## src/rtl/hkot_pkg.sv

```systemverilog
package hkot_pkg;

  localparam int unsigned TableDepthDefault = 256;
  localparam logic [63:0] HashStart = 64'd5381;
  localparam logic [17:0] HashModulus = 18'd246822;
  localparam int unsigned HashShift = 5;

  localparam logic KindInsert = 1'b0;
  localparam logic KindLookup = 1'b1;

  typedef struct packed {
    logic       kind;
    logic [6:0] key_byte;
    logic       last;
  } req_t;

  typedef struct packed {
    logic        found;
    logic [7:0]  position;
    logic [31:0] occurrences;
    logic [17:0] key_hash;
    logic        status;
  } rsp_t;

  // controller -> datapath
  typedef struct packed {
    logic hash_step;   // fold byte into running hash
    logic mod_start;   // load hash into reducer
    logic mod_step;    // one accumulate, fold or subtract step
    logic srch_init;   // begin linear search
    logic srch_step;   // compare next entry
    logic shift_init;  // begin insertion shift
    logic shift_step;  // move one entry up
    logic finish;      // write entry / update count, form response
  } ctl_t;

  // datapath -> controller
  typedef struct packed {
    logic mod_done;
    logic srch_done;
    logic shift_done;
  } sts_t;

endpackage

```

## src/rtl/hkot_ctrl.sv

```systemverilog
module hkot_ctrl import hkot_pkg::*; (
  input  logic clk,
  input  logic rst,
  input  logic start,
  input  req_t req,
  input  sts_t sts,
  output ctl_t ctl,
  output logic busy
);

  typedef enum logic [4:0] {
    IDLE  = 5'b00001,
    MOD   = 5'b00010,
    SRCH  = 5'b00100,
    SHIFT = 5'b01000,
    FIN   = 5'b10000
  } state_t;

  state_t state, state_next;

  always_ff @(posedge clk) begin
    if (rst) begin
      state <= IDLE;
    end else begin
      state <= state_next;
    end
  end

  always_comb begin
    ctl = '0;
    state_next = state;
    case (state)
      IDLE: begin
        if (start) begin
          ctl.hash_step = 1'b1;
          if (req.last) state_next = MOD;
        end
      end
      MOD: begin
        // reducer was loaded with the folded hash; step until it reports done
        if (sts.mod_done) begin
          ctl.srch_init = 1'b1;
          state_next = SRCH;
        end else begin
          ctl.mod_step = 1'b1;
        end
      end
      SRCH: begin
        ctl.srch_step = 1'b1;
        if (sts.srch_done) begin
          ctl.shift_init = 1'b1;
          state_next = SHIFT;
        end
      end
      SHIFT: begin
        ctl.shift_step = 1'b1;
        if (sts.shift_done) state_next = FIN;
      end
      FIN: begin
        ctl.finish = 1'b1;
        state_next = IDLE;
      end
      default: state_next = IDLE;
    endcase
    ctl.mod_start = (state == IDLE) && start && req.last;
  end

  assign busy = (state != IDLE);

endmodule

```

## config.mk

```make
export PLATFORM = sky130hd
export DESIGN_NAME = hkot_ctrl
export DESIGN_NICKNAME = d
export VERILOG_FILES = /design/src/rtl/hkot_pkg.sv /design/src/rtl/hkot_ctrl.sv
export SDC_FILE = /design/constraint.sdc
export NUM_CORES = 1
export LEC_CHECK = 0
export ABC_AREA = 1
export BUFFER_PORTS_ARGS = -buffer_cell sky130_fd_sc_hd__buf_4
export CORE_AREA = 3 3 40 42
export DETAILED_ROUTE_END_ITERATION = 16
export DIE_AREA = 0 0 43 45
export GPL_TIMING_DRIVEN = 0
export SLEW_MARGIN = 30
export SYNTH_ARGS = -nofsm -noshare
export SYNTH_HDL_FRONTEND = slang
export SYNTH_SLANG_ARGS = --single-unit
```

## constraint.sdc

```tcl
create_clock -name clk -period 0.9 [get_ports clk]
set_input_delay 0.18 -clock clk [delete_from_list [all_inputs] [get_ports clk]]
set_output_delay 0.18 -clock clk [all_outputs]
set_load 0.01 [all_outputs]
```

Word-level counts from Yosys, hierarchy flattened
Cells that the tools add are included.
- bits in registers: 5
- word-level logic and storage cells: 30
- input bits: 15
- reductions and logical operators: 3
- muxes and demuxes: 15
- eq/ne operators: 11
- operators by type and width (operator ; number):
    $mux 5 ; 5
    $pmux 5 s4 ; 1
    $ne 2x2->1 const B ; 5
    $mux 1 ; 7
    $eq 5x1->1 const B ; 1
    $eq 5x2->1 const B ; 1
    $eq 5x3->1 const B ; 1
    $eq 5x4->1 const B ; 1
    $eq 5x5->1 const B ; 1
    $ne 5x1->1 const B ; 1
    $reduce_and 5->1 ; 1
    $mux 2 ; 2
    $logic_and 1x1->1 ; 2

Depth between registers and ports, before layout
- depth after elaboration: 3
- mapped depth: 7

Worst setup path before layout
Ideal clock, no wire load.
- path kind: reg2out
- start point: register state[3]
- end point: output ctl[6] (netlist bit)
- data arrival time: 0.915 ns
- data required time: 0.720 ns
- setup slack: -0.195 ns
- cell stages (with the launch flop): 6
- buffers on the path: 0
- cells stage by stage: dfxtp_1 > nor2_4 > nand3_4 > nor2_4 > nand2_2 > inv_1
- RTL lines (element ; RTL line ; source):
    start, declared ; hkot_ctrl.sv:19 ; state_t state, state_next;
    start signal, assigned ; hkot_ctrl.sv:25 ; state <= state_next;
    end, declared ; hkot_ctrl.sv:7 ; output ctl_t ctl,

==> impl_metrics.yaml <==
clocking:
  clkSlewWorstSetupHoldPaths_ns: 0.04
  cts_made_buffers: 3
  hold_buffers: 0
  cts_sinks: 5
  clk_latency_ns: 0.23
  clk_path_buf_depth: 2
  cts_tree: "done"
  cts_root_buf: "clkbuf_4"
  cts_htree_levels: 1
power_and_ir_drop:
  power.density_nw_per_um2: 994
  p_leak_nw: 0.316
  power_uw: 666
  vdd_ir_drop_max_v: 0.000372
timing:
  setup_slack_ns: -0.469
  post-route-min-period_ns: 1.37
  hold_viol: 0
  skew_ns: 0.00237
  max_freq_ghz: 0.730
  rsz0062_at_grt: "true"
  finalCritPeriodShare_pct: 152
  maxSlewViolCount: 0
  setup_viol: 14
  slew_headroom_pct: 84.4
  worst_slew_pin_slew_ns: 0.234
worst_setup_path:
  worst_setup_path_start_kind: "register"
  crit_chain: "buf_4 -> inv_1 -> nor2_2 -> nand3_2 -> inv_1 -> buf_4"
  path_buf_inv: 4
  end_kind: "primary output"
  slowest_delay_ns: 0.35
  critPathTopFamily: "buffers and inverters"
  cp.arrival_ns: 1.19
  reg2reg_slack_ns: -0.39
  crit_required_ns: 0.72
  path_class: "reg -> out"
  crit_slowest_cell: "dfxtp_4"
  path_max_fanout: 2
layout:
  area_growth_pct: 76.6
  fin_nets: 94
  diodes: 0
  regMostFlops: "state"
  final_cell_mix: "buf_4, inv_2, nor2_4"
  register_area_um2: 115
  largest_register_ffs: 5
  layout_commonest_cell: "buf_4"
  final_core_util_pct: 52.1
  multiInputGateArea_um2: 258
  design_area_um2: 669
  final.fill_count: 127
  reg_top3: "state: 5 flops"
  drive_above_1_share_pct: 74.4
min_path:
  worstHoldPathType: "in -> reg"
routing:
  drtIter0Drc: 2
  ant_nets: 0
  routedWlPerCell_um: 10.2
  vias: 407
  wirelength_um: 949
  viasPerCell: 4.38
  route.detailed.drc: 0
  drt_pass1_iterations: 4
grt:
  grt_pass1_wl_um: 1430
  grt_antenna_before_repair: 0
  grt_use_total_pct: 9.91
  grt_overflow_total: 0
  grt_pass1_vias: 355
  grt_max_degree: 10
placed_design:
  port_buffers: 15
  gp_congestion: 0.763
  postPlaceCellArea_um2: 520
  post-dp-hpwl_um: 672
logic_synthesis:
  synthCells: 51
  synth_nets: 66
  avgSynthCellArea_um2: 7.43
  yosys.area.top_type: "dfxtp_1"
  synth_top_area_share_pct: 26.4
  ys_warn_count: 0
  ys_ff_latch: 5
  synth.top_cells.by_area: "dfxtp_1, nor2_4, inv_1, nand4_1, a21oi_2"
  synthDistinctLibCells: 14
  ys_seq_area_share_pct: 26.4
  syn-cell-area_um2: 379
floorplan:
  die_area_um2: 1940
  ios: 24
  fp.dieW_um: 43
  die_h_um: 45
  rows: 13
  fp.coreArea_um2: 1280
  start_util_pct: 29.5
run_status:
  outcome: "complete, but fails checks"
  violations: "negative setup slack"
run:
  max_cap_viol_count: 0
synth_stat cells:
master    count
nand2_2       1
nand2_1       5
nand3_4       1
inv_1        11
inv_2         4
nor2_1        4
a21oi_2       3
nand3_1       1
nand3b_1      1
nand3_2       2
nor2_2        3
nor2_4        5
dfxtp_1       5
nand4_1       5
worst register-to-register path: cells and delay by family, from the launching register on:
kind,cells,cell delay [ns]
AO/OA/AOI/OAI,1,0.09
buffers and inverters,3,0.33
flip-flops,1,0.34
AND/OR/NAND/NOR,4,0.45
final cells by class:
cell class	count	area share [%]
multi-input cells	31	38.5
repair buffers	23	29.2
inverters	15	8.41
well taps	15	2.80
flip-flops and latches	5	17.2
clock buffers	4	3.93
routing by layer:
metal  up-vias  track usage (%)  wire [um]
met4         0             5.42          0
li1        212                -          -
met2         6             18.6        561
met3         0                0         25
met1       189             11.6        363
met5         -                0          0
kinds of logic after synthesis:
family / Yosys count / synth area share, %
AOI/OAI and AO/OA: 3 / 6.93
buffers and inverters: 15 / 14.9
DFF: 5 / 26.4
and+or+nand+nor: 28 / 51.8
repair_timing:
item	in CTS	in global routing
buffers inserted	7	4
endpoints found under the hold margin	0	0
endpoints found under the setup margin	14	14
pin swaps	5	6
resized for setup	3	16
final timing paths:
| check | startpoint | endpoint | cells past startpoint |
|---|---|---|---|
| worst max register to register | state[3] | state[1] | 8 |
| worst min-delay path | rst | state[1] | 2 |
| worst min register to register | state[3] | state[0] | 3 |
| worst max-delay path | state[3] | ctl[1] | 6 |
per-stage QoR:
step	TNS, ns	hold slack [ns]	instances	setup WS [ns]
final	-4.84	0.136	93	-0.469
after global routing	-5.69	0.141	93	-0.524
after CTS	-4.83	0.135	90	-0.471
after detailed placement	-2.06	0.377	81	-0.247
after global placement	-2.01	0.377	81	-0.239
after floorplan	-0.655	0.233	51	-0.179
where the power goes:
| part | leakage (nW) | internal, mW | total [mW] | switching (mW) |
|---|---|---|---|---|
| Sequential | 0.0430 | 0.223 | 0.237 | 0.0135 |
| Combinational | 0.258 | 0.0945 | 0.182 | 0.0870 |
| Clock | 0.0150 | 0.167 | 0.247 | 0.0803 |
No activity file was read; power rests on OpenSTA's default activity.
